### config.mk
export PLATFORM = sky130hd
export DESIGN_NAME = circular_deque_unit
export DESIGN_NICKNAME = d
export VERILOG_FILES = /design/src/hdl/cdq_pkg.sv /design/src/hdl/circular_deque_unit.sv /design/src/hdl/cdq_ram.sv
export VERILOG_INCLUDE_DIRS = /design/src /design/src/hdl
export SDC_FILE = /design/constraint.sdc
export NUM_CORES = 1
export LEC_CHECK = 0
export BUFFER_PORTS_ARGS = -buffer_cell sky130_fd_sc_hd__buf_2
export CAP_MARGIN = 20
export CORE_UTILIZATION = 40
export DETAILED_ROUTE_END_ITERATION = 6
export MAX_ROUTING_LAYER = met4
export SLEW_MARGIN = 20
export SYNTH_ARGS = -nofsm -noshare
export SYNTH_HDL_FRONTEND = slang
export SYNTH_SLANG_ARGS = --single-unit
### constraint.sdc
create_clock -name clk -period 8.9 [get_ports clk]
set_input_delay 2.67 -clock clk [delete_from_list [all_inputs] [get_ports clk]]
set_output_delay 2.67 -clock clk [all_outputs]
set_load 0.02 [all_outputs]
### src/hdl/assert_macros.svh
// Assertion macros shared by the deque RTL.
// Every macro uses the clock clk and the active-low reset arst_n of the module that includes it.
`ifndef ASSERT_MACROS_SVH
`define ASSERT_MACROS_SVH

// Checks a property at every rising clock edge while the block is out of reset.
`define CDQ_ASSERT(lbl, prop, msg) \
	lbl: assert property (@(posedge clk) disable iff (!arst_n) (prop)) \
		else $error(msg);

// Checks that a consequence holds in the cycle after its trigger.
`define CDQ_ASSERT_NEXT(lbl, trig, cons, msg) \
	lbl: assert property (@(posedge clk) disable iff (!arst_n) (trig) |=> (cons)) \
		else $error(msg);

`endif

### src/hdl/cdq_pkg.sv
// Shared types and constants for the circular deque unit.
// It has no dependencies. The top level and the entry store import it.
package cdq_pkg;

	localparam int VALUE_W    = 32;
	localparam int CMD_W      = 2;
	localparam int STATUS_W   = 2;
	localparam int OCC_W      = 5;
	localparam int WIDE_W     = 64;
	localparam int IN_TDATA_W = 32;
	localparam int OUT_TDATA_W = 40;

	typedef enum logic [CMD_W-1:0] {
		CMD_PUSH_HEAD = 2'd0,
		CMD_PUSH_TAIL = 2'd1,
		CMD_POP_HEAD  = 2'd2,
		CMD_POP_TAIL  = 2'd3
	} cmd_t;

	typedef enum logic [STATUS_W-1:0] {
		STS_OK    = 2'd0,
		STS_EMPTY = 2'd1,
		STS_FULL  = 2'd2
	} status_t;

	typedef enum logic [1:0] {
		ST_IDLE = 2'b01,
		ST_READ = 2'b10
	} state_t;

endpackage

### src/hdl/circular_deque_unit.sv
// Circular deque unit: a double-ended queue of DEPTH entries held in a ring memory.
// It depends on cdq_pkg, on cdq_ram and on assert_macros.svh.
//
// Usage:
// Each input beat on the s_ side carries a command in s_tuser and a push value in s_tdata.
// The commands are push at head, push at tail, pop head and pop tail.
// Each command gives exactly one result beat on the m_ side. That beat carries the popped
// value and the occupancy after the command in m_tdata, and the status in m_tuser.
// A push is answered on the cycle after it is accepted.
// A pop reads the entry memory, whose read port is registered, so its result passes through
// the read register of the entry memory and then the output register.
// Pushes therefore sustain one beat per cycle while the receiver does not stall. After a pop,
// no new beat is taken until the single registered read port of the entry memory has read it.
// A push into a full deque is rejected with a full status. A pop from an empty deque returns
// an empty status and a zero value. Neither changes the state.
// Reset clears the head and tail pointers and the entry count. The memory contents are left
// as they are.
// The result is held in an output register. While the receiver stalls, one finished
// result waits there and s_tready drops until that result is taken.
`include "assert_macros.svh"

module circular_deque_unit
	import cdq_pkg::*;
#(
	parameter int DEPTH      = 16,
	parameter int DATA_WIDTH = 32
) (
	input  logic                   clk,
	input  logic                   arst_n,
	input  logic                   s_tvalid,
	output logic                   s_tready,
	input  logic [IN_TDATA_W-1:0]  s_tdata,   // [31:0] push_value
	input  logic [CMD_W-1:0]       s_tuser,   // [1:0] command
	output logic                   m_tvalid,
	input  logic                   m_tready,
	output logic [OUT_TDATA_W-1:0] m_tdata,   // [31:0] pop_value, [36:32] occupancy, [39:37] zero
	output logic [STATUS_W-1:0]    m_tuser    // [1:0] status
);

	localparam int IDX_W = $clog2(DEPTH);
	localparam int CNT_W = $clog2(DEPTH + 1);
	localparam logic [IDX_W-1:0] LAST_IDX = IDX_W'(DEPTH - 1);
	localparam logic [CNT_W-1:0] FULL_CNT = CNT_W'(DEPTH);

	state_t state_q, state_d;
	logic [IDX_W-1:0] head_q, head_d, tail_q, tail_d;
	logic [CNT_W-1:0] count_q, count_d;
	logic [IDX_W-1:0] head_next, head_prev, tail_next, tail_prev;

	logic m_valid_q;
	logic [VALUE_W-1:0] out_value_q;
	status_t out_status_q;
	logic [OCC_W-1:0] out_occ_q;

	logic accept;
	cmd_t cmd;
	status_t status_d;
	logic is_full, is_empty;
	logic wr_en, rd_en;
	logic [IDX_W-1:0] wr_addr, rd_addr;
	logic [WIDE_W-1:0] push_wide;
	logic [DATA_WIDTH-1:0] wr_data, rd_data;
	logic signed [DATA_WIDTH-1:0] rd_signed;
	logic [WIDE_W-1:0] pop_wide;

	// A new beat is taken only when the read path is free and the output register will be empty.
	assign s_tready = (state_q == ST_IDLE) && (!m_valid_q || m_tready);
	assign accept   = s_tvalid && s_tready;
	assign cmd      = cmd_t'(s_tuser);

	assign is_full  = (count_q == FULL_CNT);
	assign is_empty = (count_q == '0);

	assign head_next = (head_q == LAST_IDX) ? '0 : head_q + 1'b1;
	assign head_prev = (head_q == '0) ? LAST_IDX : head_q - 1'b1;
	assign tail_next = (tail_q == LAST_IDX) ? '0 : tail_q + 1'b1;
	assign tail_prev = (tail_q == '0) ? LAST_IDX : tail_q - 1'b1;

	// A push keeps the low DATA_WIDTH bits of the sign-extended value.
	assign push_wide = WIDE_W'(signed'(s_tdata[VALUE_W-1:0]));
	assign wr_data   = push_wide[DATA_WIDTH-1:0];

	always_comb begin
		head_d   = head_q;
		tail_d   = tail_q;
		count_d  = count_q;
		status_d = STS_OK;
		wr_en    = 1'b0;
		rd_en    = 1'b0;
		wr_addr  = head_prev;
		rd_addr  = head_q;
		state_d  = state_q;
		if (state_q == ST_READ) begin
			state_d = ST_IDLE;
		end
		if (accept) begin
			unique case (cmd)
				CMD_PUSH_HEAD: begin
					if (is_full) begin
						status_d = STS_FULL;
					end else begin
						wr_en   = 1'b1;
						wr_addr = head_prev;
						head_d  = head_prev;
						count_d = count_q + 1'b1;
					end
				end
				CMD_PUSH_TAIL: begin
					if (is_full) begin
						status_d = STS_FULL;
					end else begin
						wr_en   = 1'b1;
						wr_addr = tail_q;
						tail_d  = tail_next;
						count_d = count_q + 1'b1;
					end
				end
				CMD_POP_HEAD: begin
					if (is_empty) begin
						status_d = STS_EMPTY;
					end else begin
						rd_en   = 1'b1;
						rd_addr = head_q;
						head_d  = head_next;
						count_d = count_q - 1'b1;
						state_d = ST_READ;
					end
				end
				CMD_POP_TAIL: begin
					if (is_empty) begin
						status_d = STS_EMPTY;
					end else begin
						rd_en   = 1'b1;
						rd_addr = tail_prev;
						tail_d  = tail_prev;
						count_d = count_q - 1'b1;
						state_d = ST_READ;
					end
				end
				default: begin
					status_d = STS_OK;
				end
			endcase
		end
	end

	cdq_ram #(
		.DEPTH      (DEPTH),
		.DATA_WIDTH (DATA_WIDTH)
	) u_ram (
		.clk     (clk),
		.wr_en   (wr_en),
		.wr_addr (wr_addr),
		.wr_data (wr_data),
		.rd_en   (rd_en),
		.rd_addr (rd_addr),
		.rd_data (rd_data)
	);

	// A popped entry is sign-extended from DATA_WIDTH bits, then cut to the field width.
	assign rd_signed = rd_data;
	assign pop_wide  = WIDE_W'(rd_signed);

	always_ff @(posedge clk or negedge arst_n) begin
		if (!arst_n) begin
			state_q   <= ST_IDLE;
			head_q    <= '0;
			tail_q    <= '0;
			count_q   <= '0;
			m_valid_q <= 1'b0;
		end else begin
			state_q <= state_d;
			head_q  <= head_d;
			tail_q  <= tail_d;
			count_q <= count_d;
			if ((accept && state_d != ST_READ) || state_q == ST_READ) begin
				m_valid_q <= 1'b1;
			end else if (m_tready) begin
				m_valid_q <= 1'b0;
			end
		end
	end

	always_ff @(posedge clk) begin
		if (state_q == ST_READ) begin
			out_value_q  <= pop_wide[VALUE_W-1:0];
			out_status_q <= STS_OK;
			out_occ_q    <= OCC_W'(count_q);
		end else if (accept) begin
			out_value_q  <= '0;
			out_status_q <= status_d;
			out_occ_q    <= OCC_W'(count_d);
		end
	end

	assign m_tvalid = m_valid_q;
	assign m_tdata  = {(OUT_TDATA_W - OCC_W - VALUE_W)'(0), out_occ_q, out_value_q};
	assign m_tuser  = out_status_q;

	`CDQ_ASSERT(a_count_bound, count_q <= FULL_CNT, "entry count exceeds the capacity")
	`CDQ_ASSERT(a_read_slot_free, (state_q != ST_READ) || !m_valid_q,
		"output register busy while a popped entry is being read")
	`CDQ_ASSERT_NEXT(a_pop_reads, accept && rd_en, state_q == ST_READ && m_valid_q == 1'b0,
		"a pop did not move to the read state")
	`CDQ_ASSERT(a_count_step, (count_q == $past(count_q)) || (count_q == $past(count_q) + 1'b1)
		|| (count_q == $past(count_q) - 1'b1), "entry count moved by more than one")

endmodule

### src/hdl/cdq_ram.sv
// Entry store of the circular deque: one write port and one registered read port.
// It depends on cdq_pkg only for the house conventions. Contents are undefined until written.
module cdq_ram
	import cdq_pkg::*;
#(
	parameter int DEPTH      = 16,
	parameter int DATA_WIDTH = 32
) (
	input  logic                         clk,
	input  logic                         wr_en,
	input  logic [$clog2(DEPTH)-1:0]     wr_addr,
	input  logic [DATA_WIDTH-1:0]        wr_data,
	input  logic                         rd_en,
	input  logic [$clog2(DEPTH)-1:0]     rd_addr,
	output logic [DATA_WIDTH-1:0]        rd_data
);

	logic [DATA_WIDTH-1:0] mem_q [DEPTH];
	logic [DATA_WIDTH-1:0] rd_data_q;

	always_ff @(posedge clk) begin
		if (wr_en) begin
			mem_q[wr_addr] <= wr_data;
		end
	end

	always_ff @(posedge clk) begin
		if (rd_en) begin
			rd_data_q <= mem_q[rd_addr];
		end
	end

	assign rd_data = rd_data_q;

endmodule
==> results.md, run 1 <==
* CTS tree: built
* Final WS setup at between 2 and 3 ns
* CP endpoint kind: output pin
* Crit-path slowest cell: nand2b_1
* Starting density of the core at 0.4072
* Seq/Total Area, Yosys at 0.7402
* Top_reg_cell synth: edfxtp_1
* Period minus WS final at 5.975 ns
* Drt total wl at about 65000 µm
* Die span in y at 247.8 µm
* Sequential power share at 0.558
* Setup TNS Final at 0 ns
* End point of the critical path: s_tready
* Number of global-route vias before repair at 14833
* Final Hold Violating Endpoints at 0
* Post-CTS Setup Inserts at 0
* Initial antenna violation count at 3
* Commonest non-fill, non-tap cells in the layout: edfxtp_1, nand3_1, o21ai_0, a21oi_1, buf_2
* GP Congestion at 0.8508
* Synthesized area at 24170 µm²
* Htree depth at 2
* Vias at between 15000 and 20000
* Clk_skew at 0.01828 ns
* 1st-iter DRT viols at between 1500 and 2000
* Slew at the pin with the worst max-slew slack at about 1.1 ns
* Mapped Avg Cell Area at 14.48 µm²
* Synthesized netlist cell count at 1669
* Maxcap violations at 0
* Status: finished with violations
* Slowest stage delay, CP at 0.22 ns
* WS Path Type: in2out
* Pre-Repair DR Iteration Count at 7
* Yosys reg bits at 599
* Largest net degree at the start of global routing at 162
* NetSw at 1.096 mW
* Top-area cell type share of the netlist area at 0.7219
* Antenna-violating nets left at 0
* Commonest non-fill, non-tap cell in the layout: edfxtp_1
* Power Density at 202.5 nW/µm²
* Final setup viols at 0
* Worst EP arrival at 3.30 ns
* RSZ-0062 raised after global routing: false
* Sw Share at 0.1984
* HPWL after detailed placement at 33260 µm
* CP Data Required Time at 6.23 ns
* GRT overflow at 0
* Clock share of power at 0.433
* Buffers and inverters on the worst path at 2
* Crit-path max FO at 6
* Row count at 89
* Worst-Skew Late Latency at approximately 0.64 ns
* Die ar. at just over 60000 µm²
* Cts bufs inserted at 58
* Fin. max-slew vios at 0
* R2R cell count at 11
* Cell accounting for the most synthesized area: edfxtp_1
* Cell family with most CP delay: simple AND/OR/NAND/NOR gates
* CTS Sinks at 599
* Wirelength per Cell at 25.79 µm
* Tot GR Track Use at 0.2189
* Post-CTS Resized at 0
* Core box area at 59350 µm²
* Max VDD drop at 139.4 µV
* EDFF count, synth at 581
* Period utilization at 0.6713
* F_max at ~0.17 GHz
* Top cells by area, synth: edfxtp_1, nand3_1, o21ai_0
* Post-synth cell types at 57
* Combinational share of power at 0.008
* Leak at 8.769 nW
* Crit path launch type: primary input
* I/O pin count at 82
* Post-place setup slack at roughly 2.5 ns
* Internal power at 4.429 mW
* Share of cells above drive strength 1 at 0.1362
* First-pass GRT wire length at 96770 µm
* Die width at 247.8 µm
* Worst setup path start: m_tready
* Worst-case hold slack at roughly 0.47 ns
* Synthesis-to-layout area growth at 12.90%
* CTS Hold Buffers Added at 0
* Reg2Reg Setup Slack at 4.19 ns
* Most frequent CP cell: buf_2
* R2r endpoint: u_ram.rd_data[12]
* FF-to-FF Start: count_q[1]
* DRC Markers at 4
* Root cell of the clock tree: clkbuf_16
* Failing checks: design-rule violations
* Stages on worst setup path at 4
* Asr flop ratio synth at 0.02671
* Hold Crit Class: reg2reg
* Nets at 1749
* Clk buf depth at 3
* Worst slew margin at 0.2850
* PortBufs at 78
* Worst-path clk slew at 0.06 ns
* Synth warn at 0
* Crit-path cells: buf_2, nand2b_1, and2_1, buf_2
* Vias per cell at 6.089
-- per-layer routing --
metal | vias up | part of all wire | wire length (µm) | GRT usage
met4 | 0 | 0.029 | 1889 | 0.07615
met2 | 658 | 0.47 | 30340 | 0.3306
li1 | 6723 | - | - | -
met3 | 121 | 0.071 | 4628 | 0.03374
met1 | 7873 | 0.43 | 28280 | 0.3012
met5 | - | 0 | 0 | -
-- worst min-delay path by stage --
| stage | from | endpoint | slack [ns] | depth (start not counted) |
|---|---|---|---|---|
| 2_1_floorplan | state_q[0] | state_q[0] | 0.48 | 2 |
| 3_3_place_gp | m_tuser[0] | m_tuser[0] | 0.45 | 2 |
| 3_5_place_dp | m_tuser[0] | m_tuser[0] | 0.47 | 2 |
| 4_1_cts | m_tuser[0] | m_tuser[0] | 0.48 | 2 |
| 5_1_grt | m_tuser[0] | m_tuser[0] | 0.51 | 2 |
| 6_report | m_tuser[0] | m_tuser[0] | 0.47 | 2 |
-- cell families after synthesis --
logic type,after synthesis,share of synthesized area
compound gates,532,0.1481
flops,599,0.7402
xor+xnor,8,0.002899
fa+ha+maj,6,0.003106
other cells,1,0.0001552
simple gates,363,0.07662
buf+inv,156,0.02718
mux,4,0.001760
-- cell type report --
type	instances	area, µm²
clock buffer	67	1485
multi-input combinational	916	5807
antenna	4	10.01
tap	773	967.2
clock inverter	36	337.8
sequential	599	17890
inverter	10	37.54
fill	5233	32070
timing repair buffer	120	750.7
-- power by group through the flow --
stage | clock network (mW) | registers (mW) | logic, mW
finish | 2.39 | 3.08 | 0.0468
global route | 2.52 | 3.08 | 0.0517
CTS | 2.43 | 3.08 | 0.0470
detailed placement | 0 | 3.14 | 0.0470
global placement | 0 | 3.14 | 0.0443
floorplan | 0 | 3.15 | 0.00697
-- sequential cells by signal, indices dropped and copies added (netlist names) --
register / cells
u_ram.rd_data: 32
out_value_q: 32
u_ram.mem_q: 512
count_q: 5
tail_q: 4
state_q: 2
head_q: 4
m_tuser: 2
m_tvalid: 1
out_occ_q: 5
-- synthesized netlist by cell type, types with 25 or more instances --
master / count
a311oi_1: 32
o21ai_0: 140
nor2_1: 25
and3_1: 34
a21oi_1: 111
and2_1: 34
o311ai_1: 29
a211o_1: 27
clkbuf_1: 113
edfxtp_1: 581
a21o_1: 66
nand2_1: 62
nand3_1: 173
a211oi_1: 31
a32oi_1: 66
-- through the flow --
step	power, mW	instance area, µm²	utilization	cells
final	5.524	27280	0.4597	2525
after global routing	5.658	27280	0.4596	2523
after CTS	5.557	27250	0.4591	2520
after detailed placement	3.191	25420	0.4283	2417
after global placement	3.189	25420	0.4282	2417
after floorplan	3.153	24170	-	1671
-- tightest hold or removal path, stage by stage, from the launching register on --
cell,delay [ns]
dfxtp_1,0.32
nand2_1,0.06
a21oi_1,0.05
Note: power is estimated with default switching activity, not from simulation.
==> run 2, diff against run 1 <==
clock period = 6.04 ns   (was 8.9 ns; I/O delays follow)
==> results.md, run 2 (synthesis results as in run 1) <==
* Wirelength per Cell at 26.37 µm
* Nets at 1767
* Root cell of the clock tree: clkbuf_16
* Core box area at around 59000 µm²
* WS Path Type: in2reg
* Cts bufs inserted at just under 60
* Worst-path clk slew at 0.06 ns
* Worst-Skew Late Latency at 0.62 ns
* Worst slew margin at 0.3231
* Biggest register: u_ram.mem_q
* Clk_skew at 0.01863 ns
* Final WS setup at between 1 and 1.5 ns
* Post-CTS Setup Inserts at 0
* Hold Crit Class: reg2reg
* First-pass GRT wire length at approximately 100000 µm
* Crit-path max FO at 17
* Tot GR Track Use at 0.2269
* DRC Markers at 3
* Leak at 8.975 nW
* RSZ-0062 raised after global routing: false
* Reg2Reg Setup Slack at 1.78 ns
* Finished Layout Cells at 2545
* Failing checks: design-rule violations
* Period minus WS final at 4.583 ns
* GRT overflow at 0
* CP Data Required Time at 6.35 ns
* Htree depth at 2
* Clk buf depth at 3
* Status: finished with violations
* CP endpoint kind: flip-flop
* Starting density of the core at 0.4072
* GP Congestion at 0.8191
* 1st-iter DRT viols at approximately 1800
* Final Hold Violating Endpoints at 0
* Slew at the pin with the worst max-slew slack at 1.015 ns
* Max VDD drop at 211.5 µV
* Worst-case hold slack at 0.4697 ns
* Drt total wl at 67110 µm
* Post-CTS Resized at 0
* CTS Sinks at approximately 600
* Commonest non-fill, non-tap cells in the layout: edfxtp_1, nand3_1, o21ai_0, a21oi_1, buf_2
* Number of global-route vias before repair at between 15000 and 20000
* F_max at 0.2182 GHz
* Post-place setup slack at 0.8201 ns
* Setup TNS Final at 0 ns
* Crit path launch type: primary input
* Commonest non-fill, non-tap cell in the layout: edfxtp_1
* PortBufs at 78
* Pre-Repair DR Iteration Count at 7
* Final setup viols at 0
* Placed cells at 2435
* Fin. max-slew vios at 0
* CTS Hold Buffers Added at 0
* HPWL after detailed placement at about 36000 µm
* Worst EP arrival at a little under 5 ns
* Vias at 15433
* I/O pin count at 82
* Maxcap violations at 0
* CTS tree: built
* Largest net degree at the start of global routing at 161
* Initial antenna violation count at 3
* Die width at 247.8 µm
* Max reg flops at 512
* Power Density at 301.9 nW/µm²
* Vias per cell at 6.064
* Die ar. at 61400 µm²
* Antenna-violating nets left at 0
* Share of cells above drive strength 1 at 0.1497
* Synthesis-to-layout area growth at 14.31%
* Row count at 89
* Die span in y at 247.8 µm
* Period utilization at 0.7587
==> run 2: where the power goes <==
group | switching, mW | total (mW) | leakage [nW] | internal (mW)
clock | 1.56 | 3.72 | 0.963 | 2.16
combinational | 0.0604 | 0.0714 | 2.67 | 0.0110
sequential | 0.0000000000000000125 | 4.55 | 5.35 | 4.55
total | 1.62 | 8.34 | 8.97 | 6.72
==> run 2: path summary, 6_finish.rpt <==
path | end | cells past startpoint | from
max in group asynchronous | state_q[0] | 1 | arst_n
hold reg to reg | m_tuser[0] | 2 | m_tuser[0]
setup reg to reg | u_ram.rd_data[8] | 11 | count_q[1]
min in group asynchronous | m_tvalid | 1 | arst_n
setup / recovery | u_ram.mem_q[2][11] | 8 | m_tready
hold / removal | m_tuser[0] | 2 | m_tuser[0]
==> run 2: stage by stage <==
step	area [µm²]	utilization	total power, mW
final	27630	0.4654	8.340
after global routing	27630	0.4654	8.551
after CTS	27620	0.4654	8.396
after detailed placement	25690	0.4328	4.706
after global placement	25690	0.4328	4.702
after floorplan	24170	-	4.646
==> run 2: layout make-up <==
| class | count | area, µm² |
|---|---|---|
| fillers | 5095 | 31730 |
| flip-flops and latches | 599 | 17890 |
| multi-input cells | 916 | 5801 |
| clock buffers | 65 | 1499 |
| repair buffers | 137 | 996.0 |
| well taps | 773 | 967.2 |
| clock inverters | 43 | 431.7 |
| inverters | 10 | 37.54 |
| diodes | 2 | 5.005 |
==> run 2: worst max-delay path, stage by stage <==
cell and delay (ns):
buf_2 0.07, nand2b_1 0.20, and3_1 0.29, nand4b_1 0.25, o21ai_1 0.81, nand2_1 0.44
nor2_4 0.70, buf_4 0.31
==> run 2: metal layers <==
| layer | vias up | part of all wire | track usage |
|---|---|---|---|
| met2 | 633 | 0.48 | 0.3588 |
| li1 | 6758 | - | - |
| met5 | - | 0 | - |
| met3 | 149 | 0.071 | 0.03860 |
| met1 | 7893 | 0.42 | 0.2964 |
| met4 | 0 | 0.032 | 0.07651 |
